<file path="config.mk">
export PLATFORM = sky130hd
export DESIGN_NAME = mtwg_feed
export DESIGN_NICKNAME = d
export VERILOG_FILES = /design/src/rtl/core/mtwg_pkg.sv /design/src/rtl/core/mtwg_feed.sv
export SDC_FILE = /design/constraint.sdc
export NUM_CORES = 1
export LEC_CHECK = 0
export BUFFER_PORTS_ARGS = -buffer_cell sky130_fd_sc_hd__buf_2
export CORE_ASPECT_RATIO = 0.75
export CORE_MARGIN = 2
export CORE_UTILIZATION = 49
export CTS_CLUSTER_SIZE = 14
export DETAILED_ROUTE_END_ITERATION = 10
export GPL_TIMING_DRIVEN = 0
export PLACE_DENSITY = 0.71
export SETUP_SLACK_MARGIN = 0.15
export SYNTH_ARGS = -nofsm -noshare
export SYNTH_HDL_FRONTEND = slang
export SYNTH_SLANG_ARGS = --single-unit
</file>
<file path="constraint.sdc">
create_clock -name clock -period 6.8 [get_ports clock]
set_input_delay 0.34 -clock clock [delete_from_list [all_inputs] [get_ports clock]]
set_output_delay 0.34 -clock clock [all_outputs]
set_load 0.01 [all_outputs]
</file>
<file path="src/rtl/core/mtwg_pkg.sv">
// Package with the constants, control types and twist math of the MT19937 word generator.
`default_nettype none
package mtwg_pkg;

   localparam int unsigned STATE_WORDS = 624;
   localparam int unsigned TAP_OFFSET  = 397;
   localparam int unsigned CNT_W       = 10;

   localparam logic [31:0] MATRIX_WORD = 32'h9908_b0df;
   localparam logic [31:0] TEMPER_B    = 32'h9d2c_5680;
   localparam logic [31:0] TEMPER_C    = 32'hefc6_0000;
   localparam logic [16:0] SEED_MULT   = 17'd69069;
   localparam logic [31:0] SEED_RESET  = 32'd4357;
   localparam logic [31:0] HIGH_BIT    = 32'h8000_0000;
   localparam logic [31:0] LOW_BITS    = 32'h7fff_ffff;

   localparam logic [CNT_W-1:0] SEED_LAST = CNT_W'(STATE_WORDS - 1);

   localparam logic [2:0] CSR_SEED_ADDR = 3'd0;

   typedef enum logic [1:0] {
      ST_RUN,
      ST_SEED,
      ST_EMIT
   } fsm_type;

   // Controls handed from the sequencer to the feed unit and the cell row.
   typedef struct packed {
      logic shift;      // the row moves one place toward the head
      logic use_seed;   // the tail takes the seeding sequence, not the twist
      logic load_seed;  // start a new seeding sequence from the seed register
   } ctl_type;

   // One step of the twist recurrence: x[n+624] from x[n], x[n+1] and x[n+397].
   function automatic logic [31:0] twist_word(input logic [31:0] head,
                                               input logic [31:0] next,
                                               input logic [31:0] tap);
      logic [31:0] y;
      logic [31:0] v;
      begin
         y = (head & HIGH_BIT) | (next & LOW_BITS);
         v = tap ^ (y >> 1);
         if (y[0]) begin
            v = v ^ MATRIX_WORD;
         end
         return v;
      end
   endfunction

endpackage
`default_nettype wire

</file>
<file path="src/rtl/core/mtwg_feed.sv">
// Feed unit: produces the word entering the tail of the row, from seeding or twisting.
`default_nettype none
module mtwg_feed (
   input  wire logic                 clock,
   input  wire mtwg_pkg::ctl_type    ctl,
   input  wire logic [31:0]          seed_value,
   input  wire logic [31:0]          head_word,
   input  wire logic [31:0]          next_word,
   input  wire logic [31:0]          tap_word,
   output logic      [31:0]          tail_word
);
   import mtwg_pkg::*;

   logic [31:0] seed_run_ff;
   logic [31:0] seed_run_in;
   logic [48:0] seed_prod;

   // Running term of the seeding sequence, multiplied once per shifted word.
   assign seed_prod = seed_run_ff * SEED_MULT;

   always_comb begin
      seed_run_in = seed_run_ff;
      if (ctl.load_seed) begin
         seed_run_in = seed_value;
      end else if (ctl.shift && ctl.use_seed) begin
         seed_run_in = seed_prod[31:0];
      end
   end

   always_ff @(posedge clock) begin
      seed_run_ff <= seed_run_in;
   end

   assign tail_word = ctl.use_seed ? seed_run_ff
                                   : twist_word(head_word, next_word, tap_word);

endmodule
`default_nettype wire

</file>
# Word level (Yosys, flattened, before mapping)
# Cells that the tools add are included.
[word_totals] output_inout_bits=32 regBits=32 in_bits=132 wordCells=11
[classes] n_mux=4 n_reduce_logical=2 n_mul=1 bitwise=3
[op_table] operator="32-bit two-way mux" n=4
[op_table] operator="32-bit by 17-bit multiplier with 32-bit output, second input constant" n=1
[op_table] operator="32-bit by 31-bit OR with 32-bit output" n=1
[op_table] operator="32-bit by 31-bit bitwise XOR with 32-bit output" n=1
[op_table] operator="15-bit NOT" n=1
[op_table] operator="2-bit nonzero test" n=1
[op_table] operator="1-bit logical AND" n=1

# Longest topological paths before layout
[logic_depth] depth_word=5 ltp_mapped=18 ltp_nobuf=18

# Least setup slack after synthesis
# OpenSTA, ideal clock, no wires.
[synth_path] path_kind="reg-to-reg" from="register seed_run_ff[5]" to="register seed_run_ff[29], data pin" required_ns=6.527 arrival_time_ns=5.090 stages_incl_launch_ff=19 n_path_buf=0 setup_time_ns=0.273 setup_slack_ns=1.437 period_less_slack_ns=5.363 cell_sequence="edfxtp_1 ha_1 fa_1 inv_1 fa_1 fa_1 inv_1 fa_1 inv_1 fa_1 inv_1 ha_1 nand3_1 o22a_1 o311ai_1 a21oi_1 o21ai_2 a2111oi_0 a311oi_1"
[synth_between] elab_chain_len=3
[synth_rtl] element="from (decl)" line_no="mtwg_feed.sv:14" text="logic [31:0] seed_run_ff;"
[synth_rtl] element="from (signal assigned)" line_no="mtwg_feed.sv:31" text="seed_run_ff <= seed_run_in;"
[synth_rtl] element="32-bit by 17-bit multiplier with 32-bit output" line_no="mtwg_feed.sv:19" text="assign seed_prod = seed_run_ff * SEED_MULT;"
[synth_rtl] element="32-bit two-way mux" line_no="mtwg_feed.sv:25" text="end else if (ctl.shift && ctl.use_seed) begin"
[synth_rtl] element="32-bit two-way mux" line_no="mtwg_feed.sv:23" text="if (ctl.load_seed) begin"
[synth_rtl] element="via seed_run_in[29]" line_no="mtwg_feed.sv:15" text="logic [31:0] seed_run_in;"
# The timed path passes the listed nets, and every way through them passes these cells. The select of a mux whose other input is x is not followed.
# A chain may end at the register's enable or synchronous reset.

# Final worst setup path
[layout_path] from="register seed_run_ff[6]" to="register seed_run_ff[23], data pin"
# The elaborated chain is that of the path after synthesis.

==> flow_metrics.env <==
export IMPL_status="complete, no violations"
export IMPL_path_cells="ha_1 -> fa_1 -> inv_1 -> fa_1 -> fa_1 -> inv_1 -> fa_1 -> inv_1 -> fa_1 -> inv_1 -> ha_1 -> nand3_1 -> o22a_1 -> o311ai_1 -> a21oi_1 -> o21ai_2 -> a2111oi_0 -> a221oi_1"
export IMPL_cts_tree="done"
export IMPL_synth_top_cells_by_count="inv_1, ha_1, fa_1"
export IMPL_die_h_um=123
export IMPL_syn_avg_cell_area_um2=9.51
export IMPL_nets=1558
export IMPL_synth_area_mm2=0.00930
export IMPL_slowest_delay_ps=830
export IMPL_grt_max_degree=31
export IMPL_r2r_slack_ps=400
export IMPL_coreArea_mm2=0.0186
export IMPL_htree_levels=2
export IMPL_wire_per_inst_um=18.2
export IMPL_multi_input_area_mm2=0.00728
export IMPL_fin_crit_sh_pct=94.2
export IMPL_synth_flop_cell="edfxtp_1"
export IMPL_clk_pin_slew_ps=60
export IMPL_reg_top3="seed_run_ff (32)"
export IMPL_tightest_slew_ps=1280
export IMPL_worstSkewPairLatency_ps=280
export IMPL_async_flop_share_pct=0
export IMPL_postRouteAntennaNets=0
export IMPL_tns_ps=0
export IMPL_ys_ff_latch=32
export IMPL_start_util_pct=50.1
export IMPL_gp_congestion=0.958
export IMPL_largest_reg_flops=32
export IMPL_fin_skew_ps=5.97
export IMPL_io_pins=164
export IMPL_synthTopCellsByArea="fa_1, ha_1, inv_1, edfxtp_1, xnor2_1"
export IMPL_finalHoldViolCount=0
export IMPL_cts_hold_buf=0
export IMPL_vias_per_cell=5.21
export IMPL_cts_setup_buffers=0
export IMPL_cts_root_buffer="clkbuf_16"
export IMPL_crit_end="seed_run_ff[23]"
export IMPL_rr_endpoint="seed_run_ff[23]"
export IMPL_cts_path_max_buffers=2
export IMPL_timing_rr_start="seed_run_ff[6]"
export IMPL_cts_made_buffers=5
export IMPL_largest_register="seed_run_ff"
export IMPL_synth_seq_area_share_pct=10.3
export IMPL_crit_top_cell="fa_1"
export IMPL_cpLargestDelayFamily="adder cells"
export IMPL_period_needed_ps=6400
export IMPL_crit_path_start="seed_run_ff[6]"
export IMPL_synthCells=978
export IMPL_port_buffers=129
export IMPL_worstPathArrival_ps=6400
export IMPL_synth_edf_count=32
export IMPL_final_setup_viol_count=0
export IMPL_grt_first_pass_wirelength_um=39100
export IMPL_holdWs_ps=340
export IMPL_grt_overflow=0
export IMPL_first_iter_violations=534
export IMPL_cp_start_kind="register"
export IMPL_ys_types=56
export IMPL_num_rows=43
export IMPL_grt_setup_unrepaired="no"
export IMPL_utilization_pct=56.2
export IMPL_drc=0
export IMPL_yosys_area_top_type="fa_1"
export IMPL_post_cts_resized=0
export IMPL_min_path_type="in2reg"
export IMPL_fmax_ghz=0.156
export IMPL_critical_path_cell_count=18
export IMPL_crit_type="reg2reg"
export IMPL_required_ps=6790
export IMPL_crit_buf_inv=4
export IMPL_synth_top_area_share_pct=31.4
export IMPL_route_final_wire_length_um=24800
export IMPL_place_detailed_hpwl_um=21400
export IMPL_clkSinkCount=32
export IMPL_fp_dieArea_mm2=0.0201
export IMPL_drv_slew=0
export IMPL_slew_headroom_pct=14.6
export IMPL_r2r_cells=18
export IMPL_drv_cap=0
export IMPL_place_area_mm2=0.0103
export IMPL_grtUsageTotal_pct=26.1
export IMPL_register_area_um2=961
export IMPL_grt_pass1_vias=7171
export IMPL_slowest_stage="edfxtp_1"
export IMPL_final_cell_area_mm2=0.0104
export IMPL_num_vias=7102
export IMPL_ys_warn_count=0
export IMPL_die_w_um=163
export IMPL_syn_to_final_growth_pct=12.0
export IMPL_synth_nets=1422
export IMPL_worstHoldStart="seed_value[26]"
export IMPL_critPathMaxFanout=8
export IMPL_antenna_found_initial=1
export IMPL_critPathCaptureType="register"
export IMPL_fillers=1651
export IMPL_drive_gt1_share_pct=13.8
export IMPL_dr_pass1_iters=5
export IMPL_synth_most_common_cell="inv_1"
-- worst reg2reg max path, stage by stage (launching register included) --
cell and delay [ps]:
edfxtp_1 830, ha_1 420, fa_1 520, inv_1 50, fa_1 480, fa_1 550
inv_1 50, fa_1 490, inv_1 60, fa_1 500, inv_1 50, ha_1 360
nand3_1 170, o22a_1 160, o311ai_1 110, a21oi_1 470, o21ai_2 220, a2111oi_0 500
a221oi_1 130
-- worst min-delay path by stage --
stage,end,slack [ps],depth (start not counted)
CTS,seed_run_ff[0],340,2
floorplan,seed_run_ff[10],530,2
finish,seed_run_ff[26],340,3
detailed placement,seed_run_ff[0],630,2
global route,seed_run_ff[0],350,2
global placement,seed_run_ff[26],630,3
-- through the flow --
stage / cells / worst slack (ps)
final: 1363 / 397
after global routing: 1362 / 240
after CTS: 1362 / 471
after detailed placement: 1354 / 486
after global placement: 1354 / 669
after floorplan: 978 / 1440
-- logic make-up after synthesis --
family	Yosys count	synth area share (%)
DFF	32	10.3
adders and majority gates	312	53.7
buffers and inverters	281	11.4
and+or+nand+nor	128	6.32
xor gates and xnor gates	83	7.96
AOI/OAI and AO/OA	138	9.74
muxes	4	0.484
-- cell type report --
| class | instances | area share, % |
|---|---|---|
| antenna | 1 | 0.0240 |
| buffer | 17 | 0.696 |
| clock buffer | 6 | 1.24 |
| clock inverter | 2 | 0.336 |
| inverter | 264 | 9.51 |
| multi-input combinational | 665 | 69.8 |
| sequential | 32 | 9.22 |
| tap | 247 | 2.96 |
| timing repair buffer | 129 | 6.19 |
-- routing by layer --
metal	wire length (um)	up-vias	global-route usage [%]
li1	-	3380	-
met4	260	0	3.71
met5	0	-	0
met1	11800	3395	39.2
met3	2360	16	6.74
met2	10400	311	38.7
-- cells in the final DEF, fill, tap and decap left out, types with 4 or more instances in the layout --
master     instances
mux2_2             4
clkbuf_16          5
fa_1             146
nor2_1            15
a211oi_1           5
ha_1             166
o21ai_0           60
clkbuf_1          15
buf_2            130
nor3b_1            7
inv_1            263
o211ai_1           4
xor2_1            24
nand3_1            5
nand2_1           72
edfxtp_1          32
a21oi_1           21
o21a_1             4
a21o_1            11
nor3_1             4
nand2b_1           5
xnor2_1           58
Power is not shown: default switching activity piles up to over one toggle a cycle in this logic, so the estimate is an artifact.
