$ cat config.mk
export PLATFORM = sky130hd
export DESIGN_NAME = mtwg_cell
export DESIGN_NICKNAME = d
export VERILOG_FILES = /design/src/rtl/core/mtwg_cell.sv
export SDC_FILE = /design/constraint.sdc
export NUM_CORES = 1
export LEC_CHECK = 0
export BUFFER_PORTS_ARGS = -buffer_cell sky130_fd_sc_hd__buf_4
export CELL_PAD_IN_SITES_DETAIL_PLACEMENT = 1
export CELL_PAD_IN_SITES_GLOBAL_PLACEMENT = 1
export CORE_MARGIN = 2
export CORE_UTILIZATION = 28
export DETAILED_ROUTE_END_ITERATION = 12
export HOLD_SLACK_MARGIN = 0.08
export PLACE_DENSITY = 0.83
export SYNTH_ARGS = -nofsm -noshare
export SYNTH_HDL_FRONTEND = slang
export SYNTH_SLANG_ARGS = --single-unit
$ cat constraint.sdc
create_clock -name clock -period 0.8 [get_ports clock]
set_input_delay 0.12 -clock clock [delete_from_list [all_inputs] [get_ports clock]]
set_output_delay 0.12 -clock clock [all_outputs]
set_load 0.05 [all_outputs]
$ cat src/rtl/core/mtwg_cell.sv
// One cell of the state row: a 32-bit word that moves to its neighbor on each shift.
`default_nettype none
module mtwg_cell (
   input  wire logic        clock,
   input  wire logic        shift,
   input  wire logic [31:0] word_in,
   output logic      [31:0] word_out
);
   logic [31:0] word_ff;
   logic [31:0] word_in_sel;

   // Holds its word unless the row shifts.
   assign word_in_sel = shift ? word_in : word_ff;

   always_ff @(posedge clock) begin
      word_ff <= word_in_sel;
   end

   assign word_out = word_ff;

endmodule
`default_nettype wire

# Word-level counts from Yosys, hierarchy flattened
# Cells that the tools add are included.
totals:
  word_cells: 1
  regBits: 32
  in_bits: 34
  output_inout_bits: 32

# Longest topological paths before layout
# Gate-level depths: netlist of the first run.
depth:
  word_depth: 0
  depth_mapped: 0
  depth_no_buf: 0

# Least setup slack after synthesis of the first run
# OpenSTA, ideal clock, no wires.
synth_path:
  path_kind: "flip-flop to output port"
  startpoint: "register word_ff[0], in the netlist word_out[0]"
  endpoint: "output port word_out[0]"
  t_arrival_ns: 0.601
  path_stages_with_launch: 1
  slack_ns: 0.079
  required_ns: 0.680
  path_buffers: 0
  cell_sequence: "edfxtp_1"
synth_rtl:
  columns: ["item", "line", "rtl"]
  rows:
  - ["from (decl)", "9", "logic [31:0] word_ff;"]
  - ["from (signal assigned)", "16", "word_ff <= word_in_sel;"]
  - ["to (decl)", "7", "output logic [31:0] word_out"]
# No word-level cell between the ends.

# Final worst setup path of the first run
layout_path:
  startpoint: "register word_ff[29], in the netlist word_out[29]"
  endpoint: "output port word_out[29]"
# No word-level cell between the ends.

==> flow_summary.json, run 1 <==
{
  "stdcell_count": 185,
  "worstPathCellList": "buf_6",
  "antennaDiodeCount": 0,
  "critPathTopFamily": "flip-flops",
  "critPathKind": "register to output port",
  "startpoint_type": "register",
  "htreeDepth": 2,
  "path_buf_inv": 1,
  "first_iter_violations": 6,
  "worst_path_max_delay_cell": "edfxtp_1",
  "yosysSeqAreaShare_pct": 100.0,
  "first_global_vias": 873,
  "avgSynthCellArea_sq_um": 30.03,
  "antenna_found_initial": 0,
  "avgRoutedWirePerCell_um": 13.61,
  "largest_register_ffs": 32,
  "nets": 172,
  "num_rows": 21,
  "finalCritPeriodShare_pct": 129.6,
  "setup-violations-final": 32,
  "final_area_sq_um": 2063,
  "cts_root_buffer": "clkbuf_4",
  "syn_nets": 66,
  "slowest_delay_ns": 0.42,
  "ant_nets": 0,
  "start_util_pct": 29.02,
  "clkSlewWorstSetupHoldPaths_ns": 0.10,
  "io_pins": 66,
  "power_leakage_nw": 0.8600,
  "pre_cts_ws_ns": 0.09856,
  "drv_slew": 0,
  "synth_xor_area_share_pct": 0,
  "min_path_type": "input port to register",
  "vias_per_cell": 3.919,
  "die_x_um": 62.58,
  "required_ns": 0.68,
  "slew_headroom_pct": 92.39,
  "ys_ff_latch": 32,
  "violations": "negative setup slack",
  "crit_fanout": 1,
  "postCtsSetupBuffers": 0,
  "netlist_instances": 32,
  "irDropWorstVdd_v": 0.001301,
  "power.density_nw_per_um2": 2068,
  "tns_ns": -6.581,
  "fmax_ghz": 0.9644,
  "tritoncts": "yes",
  "cp.arrival_ns": 0.92,
  "ys_warn_count": 0,
  "yosys.area_share.simple_pct": 0,
  "hold_viol_final": 0,
  "fin_ws_ns": -0.2369,
  "synthToLayoutAreaGrowth_pct": 114.7,
  "run_status": "finished with violations",
  "dp_cells": 145,
  "fillCellCount": 315,
  "dr.pass1.iters": 3,
  "tightest_slew_ns": 0.1144,
  "multi_input_area_sq_um": 0,
  "gp_congestion": 0.7199,
  "grt_util_all_layers_pct": 14.92,
  "fin_crit_ns": 1.037,
  "maxCapViolCount": 0,
  "die_height_um": 62.58,
  "synth_area_sq_um": 960.9,
  "cp-end-kind": "output port",
  "drc": 0,
  "synth_compound_area_share_pct": 0,
  "via_count": 725,
  "die_area_sq_um": 3916,
  "yosys.area_share.adder_pct": 0,
  "placed_cell_area_sq_um": 1546,
  "rsz0062_at_grt": "yes",
  "coreArea_sq_um": 3311,
  "layout_commonest_cell": "buf_4",
  "grt_max_degree": 19,
  "most-common-layout-cells": "buf_4, dlygate4sd3_1, buf_6, edfxtp_1, clkbuf_4",
  "muxShareOfSynthArea_pct": 0,
  "io_buffers": 65,
  "cts_buffers": 5,
  "synth_cell_types": 1,
  "final_layout_size_suffix_gt1_share_pct": 53.24,
  "multi_input_gates": 0,
  "seqCellArea_sq_um": 960.9,
  "overflow": 0,
  "hold_slack_ns": 0.1805,
  "wirelength_um": 2518,
  "cts_buffer_depth": 2,
  "cts.sinks": 32,
  "grt_pass1_wl_um": 4195
}
per-layer routing:
layer  up-vias  GRT usage (%)  share of wire, %
li1        340              -                 -
met1       347          12.10                25
met2        31          31.05                67
met3         7          5.946               5.4
met4         0          5.000               2.2
met5         -              0                 0
layout make-up:
cell class	count	area share, %
Clock inverter	2	1.698
Timing Repair Buffer	99	46.94
Tap cell	46	2.790
Clock buffer	6	2.001
Sequential cell	32	46.57
cells in the mapped netlist (all sizes together):
cell    instances  share of area [%]
edfxtp         32                100
final timing paths:
| path | startpoint | end | cells after the start | slack, ns |
|---|---|---|---|---|
| min | shift | word_out[18] | 2 | 0.18 |
| max | word_out[29] | word_out[29] | 1 | -0.24 |
through the flow:
stage                     total power, mW  util (%)
after floorplan                     2.531         -
after global placement              2.885     46.71
after detailed placement            2.911     46.71
after CTS                           4.313     62.32
after global routing                4.433     62.32
final                               4.268     62.32
power by group:
part           internal, mW  switching [mW]  leakage, nW
Combinational         0.457           0.583        0.505
Sequential             1.99          0.0634        0.313
Clock                 0.655           0.516       0.0422
cell families after synthesis:
family	count (synthesis)
flip-flops	32
what timing repair did:
item,in CTS,in global routing
hold endpoints to repair,32,0
hold buffers,32,0
resized for setup,32,0
endpoints found under the setup margin,32,32
Note: power is estimated with default switching activity, not from simulation.
==> run 2, diff against run 1 <==
--- a/config.mk
+++ b/config.mk
@@ -12,6 +12,7 @@
 export CORE_UTILIZATION = 28
 export DETAILED_ROUTE_END_ITERATION = 12
 export HOLD_SLACK_MARGIN = 0.08
+export MAX_ROUTING_LAYER = met4
 export PLACE_DENSITY = 0.83
 export SYNTH_ARGS = -nofsm -noshare
 export SYNTH_HDL_FRONTEND = slang
==> flow_summary.json, run 2 (synthesis results as in run 1) <==
{
  "grt_util_all_layers_pct": 15.35,
  "start_util_pct": 29.02,
  "first_global_vias": 871,
  "grt_max_degree": 19,
  "overflow": 0,
  "clkSlewWorstSetupHoldPaths_ns": 0.10,
  "ant_nets": 0,
  "cts_root_buffer": "clkbuf_4",
  "setup-violations-final": 32,
  "antenna_found_initial": 0,
  "fin_ws_ns": -0.2372,
  "tightest_slew_ns": 0.1144,
  "hold_viol_final": 0,
  "rsz0062_at_grt": "yes",
  "critPathKind": "register to output port",
  "finalCritPeriodShare_pct": 129.7,
  "io_pins": 66,
  "die_x_um": 62.58,
  "cts_buffer_depth": 2,
  "min_path_type": "input port to register",
  "multi_input_gates": 0,
  "irDropWorstVdd_v": 0.001302,
  "dp_cells": 145,
  "antennaDiodeCount": 0,
  "drc": 0,
  "dr.pass1.iters": 3,
  "violations": "negative setup slack",
  "cp-end-kind": "output port",
  "fmax_ghz": 0.9641,
  "multi_input_area_sq_um": 0,
  "cts.sinks": 32,
  "hold_depth": 2,
  "nets": 172,
  "total_power_mw": 4.268,
  "die_area_sq_um": 3916,
  "fin_crit_ns": 1.037,
  "avgRoutedWirePerCell_um": 13.61,
  "coreArea_sq_um": 3311,
  "cp.depth": 1,
  "endpoint": "word_out[29]",
  "via_count": 725,
  "num_rows": 21,
  "maxCapViolCount": 0,
  "run_status": "finished with violations",
  "wirelength_um": 2518,
  "slowest_delay_ns": 0.42,
  "layout_commonest_cell": "buf_4",
  "most-common-layout-cells": "buf_4, dlygate4sd3_1, buf_6, edfxtp_1, clkbuf_4",
  "vias_per_cell": 3.919,
  "worstPathCellList": "buf_6",
  "power.density_nw_per_um2": 2069,
  "final_layout_size_suffix_gt1_share_pct": 53.24,
  "path_buf_inv": 1,
  "stdcell_count": 185,
  "power_leakage_nw": 0.8600,
  "slew_headroom_pct": 92.39,
  "largest_register_ffs": 32,
  "grt_pass1_wl_um": 4202,
  "tritoncts": "yes",
  "synthToLayoutAreaGrowth_pct": 114.7,
  "die_height_um": 62.58,
  "required_ns": 0.68,
  "pre_cts_ws_ns": 0.09856,
  "drv_slew": 0,
  "crit_fanout": 1,
  "cts_buffers": 5,
  "cp.arrival_ns": 0.92,
  "io_buffers": 65,
  "gp_congestion": 0.7283,
  "crit_start": "word_out[29]",
  "hold_slack_ns": 0.1803,
  "worst_path_max_delay_cell": "edfxtp_1",
  "critPathTopFamily": "flip-flops",
  "htreeDepth": 2,
  "first_iter_violations": 6,
  "startpoint_type": "register"
}
[run 2: cell counts in the layout (fill, tap and decap cells not counted)]
Identical to the previous run, type by type.
[run 2: where the power goes]
part           total (mW)  switching (mW)  internal (mW)  leakage (nW)
sequential           2.06          0.0635           1.99         0.313
combinational        1.04           0.583          0.457         0.505
clock                1.17           0.517          0.655        0.0422
[run 2: per-stage QoR]
stage | area [sq um] | TNS [ns] | util [%]
after global placement | 1546 | 0 | 46.71
after floorplan | 960.9 | 0 | -
after global routing | 2063 | -8.288 | 62.32
final | 2063 | -6.587 | 62.32
after detailed placement | 1546 | 0 | 46.71
after CTS | 2063 | -7.216 | 62.32
[run 2: area by class of cell]
type                  count  area [sq um]
timing repair buffer     99         968.4
sequential               32         960.9
fill                    315          1247
clock inverter            2         35.03
clock buffer              6         41.29
tap                      46         57.56
[run 2: worst min path at each step]
stage	from	end
finish	shift	word_out[18]
global route	shift	word_out[18]
CTS	shift	word_out[18]
detailed placement	word_in[13]	word_out[13]
global placement	word_in[17]	word_out[17]
floorplan	word_in[0]	word_out[0]
[run 2: layer usage]
metal | track usage [%] | up-vias | wire, um
met5 | - | - | 0
met2 | 31.05 | 31 | 1693
met1 | 12.34 | 347 | 644
met3 | 5.586 | 7 | 124
li1 | - | 340 | -
met4 | 5.000 | 0 | 55
[run 2: repair_timing]
action | CTS | global route
hold buffers | 32 | 0
pin swaps | 0 | 0
endpoints found under the hold margin | 32 | 0
setup endpoints to repair | 32 | 32
buffers inserted | 0 | 0
resized for setup | 32 | 0
==> run 3, diff against run 2 <==
--- a/config.mk
+++ b/config.mk
@@ -14,6 +14,8 @@
 export HOLD_SLACK_MARGIN = 0.08
 export MAX_ROUTING_LAYER = met4
 export PLACE_DENSITY = 0.83
+export SKIP_CTS_REPAIR_TIMING = 1
+export SKIP_LAST_GASP = 1
 export SYNTH_ARGS = -nofsm -noshare
 export SYNTH_HDL_FRONTEND = slang
 export SYNTH_SLANG_ARGS = --single-unit
==> flow_summary.json, run 3 (synthesis results as in run 1) <==
{
  "run_status": "finished with violations",
  "violations": "negative setup slack",
  "tightest_slew_ns": 0.1140,
  "maxCapViolCount": 0,
  "most-common-layout-cells": "buf_4, dlygate4sd3_1, buf_6, edfxtp_1, clkbuf_4",
  "num_rows": 21,
  "power.density_nw_per_um2": 2068,
  "cp-end-kind": "output port",
  "cts_buffers": 5,
  "hold_slack_ns": 0.1807,
  "die_area_sq_um": 3916,
  "min_path_type": "input port to register",
  "io_pins": 66,
  "final_area_sq_um": 2063,
  "via_count": 724,
  "clkSlewWorstSetupHoldPaths_ns": 0.10,
  "wirelength_um": 2507,
  "p_int_mw": 3.105,
  "worstPathCellList": "buf_6",
  "cts.sinks": 32,
  "fin_ws_ns": -0.2311,
  "synthToLayoutAreaGrowth_pct": 114.7,
  "overflow": 0,
  "io_buffers": 65,
  "crit_fanout": 1,
  "hold_depth": 2,
  "ant_nets": 0,
  "worstHoldEndpoint": "word_out[18]",
  "start_util_pct": 29.02,
  "setup-violations-final": 32,
  "worst_path_max_delay_cell": "edfxtp_1",
  "fillCellCount": 319,
  "fmax_ghz": 0.9699,
  "grt_max_degree": 19,
  "antenna_found_initial": 0,
  "slew_headroom_pct": 92.42,
  "die_x_um": 62.58,
  "hp-start": "shift",
  "hold_viol_final": 0,
  "required_ns": 0.68,
  "rsz0062_at_grt": "yes",
  "netSwitchingFraction_pct": 27.24,
  "gp_congestion": 0.7283,
  "cp.arrival_ns": 0.91,
  "finalCritPeriodShare_pct": 128.9,
  "fin_crit_ns": 1.031,
  "stdcell_count": 185,
  "seqCellArea_sq_um": 960.9,
  "tritoncts": "yes",
  "final_layout_size_suffix_gt1_share_pct": 53.24,
  "critPathKind": "register to output port",
  "cts_buffer_depth": 2,
  "pre_cts_ws_ns": 0.09856,
  "first_iter_violations": 3,
  "p_switching_mw": 1.163,
  "multi_input_area_sq_um": 0,
  "multi_input_gates": 0,
  "irDropWorstVdd_v": 0.001302,
  "largest_register_ffs": 32,
  "p_comb_share_pct": 24.4,
  "power_frac_clock_pct": 27.4,
  "post-route-util_pct": 62.32,
  "vias_per_cell": 3.914,
  "nets": 172,
  "avgRoutedWirePerCell_um": 13.55,
  "first_global_vias": 667,
  "placed_cell_area_sq_um": 1546,
  "slowest_delay_ns": 0.41,
  "die_height_um": 62.58,
  "power_leakage_nw": 0.8600,
  "grt_util_all_layers_pct": 11.64,
  "grt_pass1_wl_um": 3146,
  "path_buf_inv": 1,
  "htreeDepth": 2,
  "startpoint_type": "register",
  "antennaDiodeCount": 0,
  "coreArea_sq_um": 3311,
  "dp_cells": 145,
  "p_seq_share_pct": 48.2,
  "drc": 0,
  "layout_commonest_cell": "buf_4",
  "critPathTopFamily": "flip-flops",
  "cts_root_buffer": "clkbuf_4",
  "dr.pass1.iters": 3,
  "drv_slew": 0
}
[run 3: worst max path at each step]
stage	startpoint	end	slack (ns)	depth (start not counted)
detailed placement	shift	word_out[6]	0.1	2
floorplan	word_out[0]	word_out[0]	0.08	0
CTS	word_out[22]	word_out[22]	-0.27	1
finish	word_out[29]	word_out[29]	-0.23	1
global route	word_out[22]	word_out[22]	-0.29	1
global placement	shift	word_out[6]	0.11	2
[run 3: metrics by stage]
step,TNS (ns),power [mW]
3_5_place_dp,0,2.911
5_1_grt,-8.277,4.434
2_1_floorplan,0,2.531
6_report,-6.574,4.268
3_3_place_gp,0,2.885
4_1_cts,-7.669,4.084
[run 3: final cells by class]
class / count / share of cell area (%)
sequential: 32 / 46.57
timing repair buffer: 99 / 46.94
clock inverter: 2 / 1.698
tap: 46 / 2.790
clock buffer: 6 / 2.001
[run 3: power groups by stage]
| stage | clock network [mW] | registers [mW] | logic, mW |
|---|---|---|---|
| floorplan | 0 | 2.53 | 0 |
| finish | 1.17 | 2.06 | 1.04 |
| CTS | 1.21 | 2.03 | 0.840 |
| global placement | 0 | 2.06 | 0.827 |
| detailed placement | 0 | 2.07 | 0.839 |
| global route | 1.28 | 2.07 | 1.08 |
[run 3: layer usage]
layer	vias up	global-route usage (%)	wire length (um)
met5	-	-	0
met4	0	6.111	35
met3	5	6.126	124
met2	29	21.91	1702
met1	350	8.571	644
li1	340	-	-
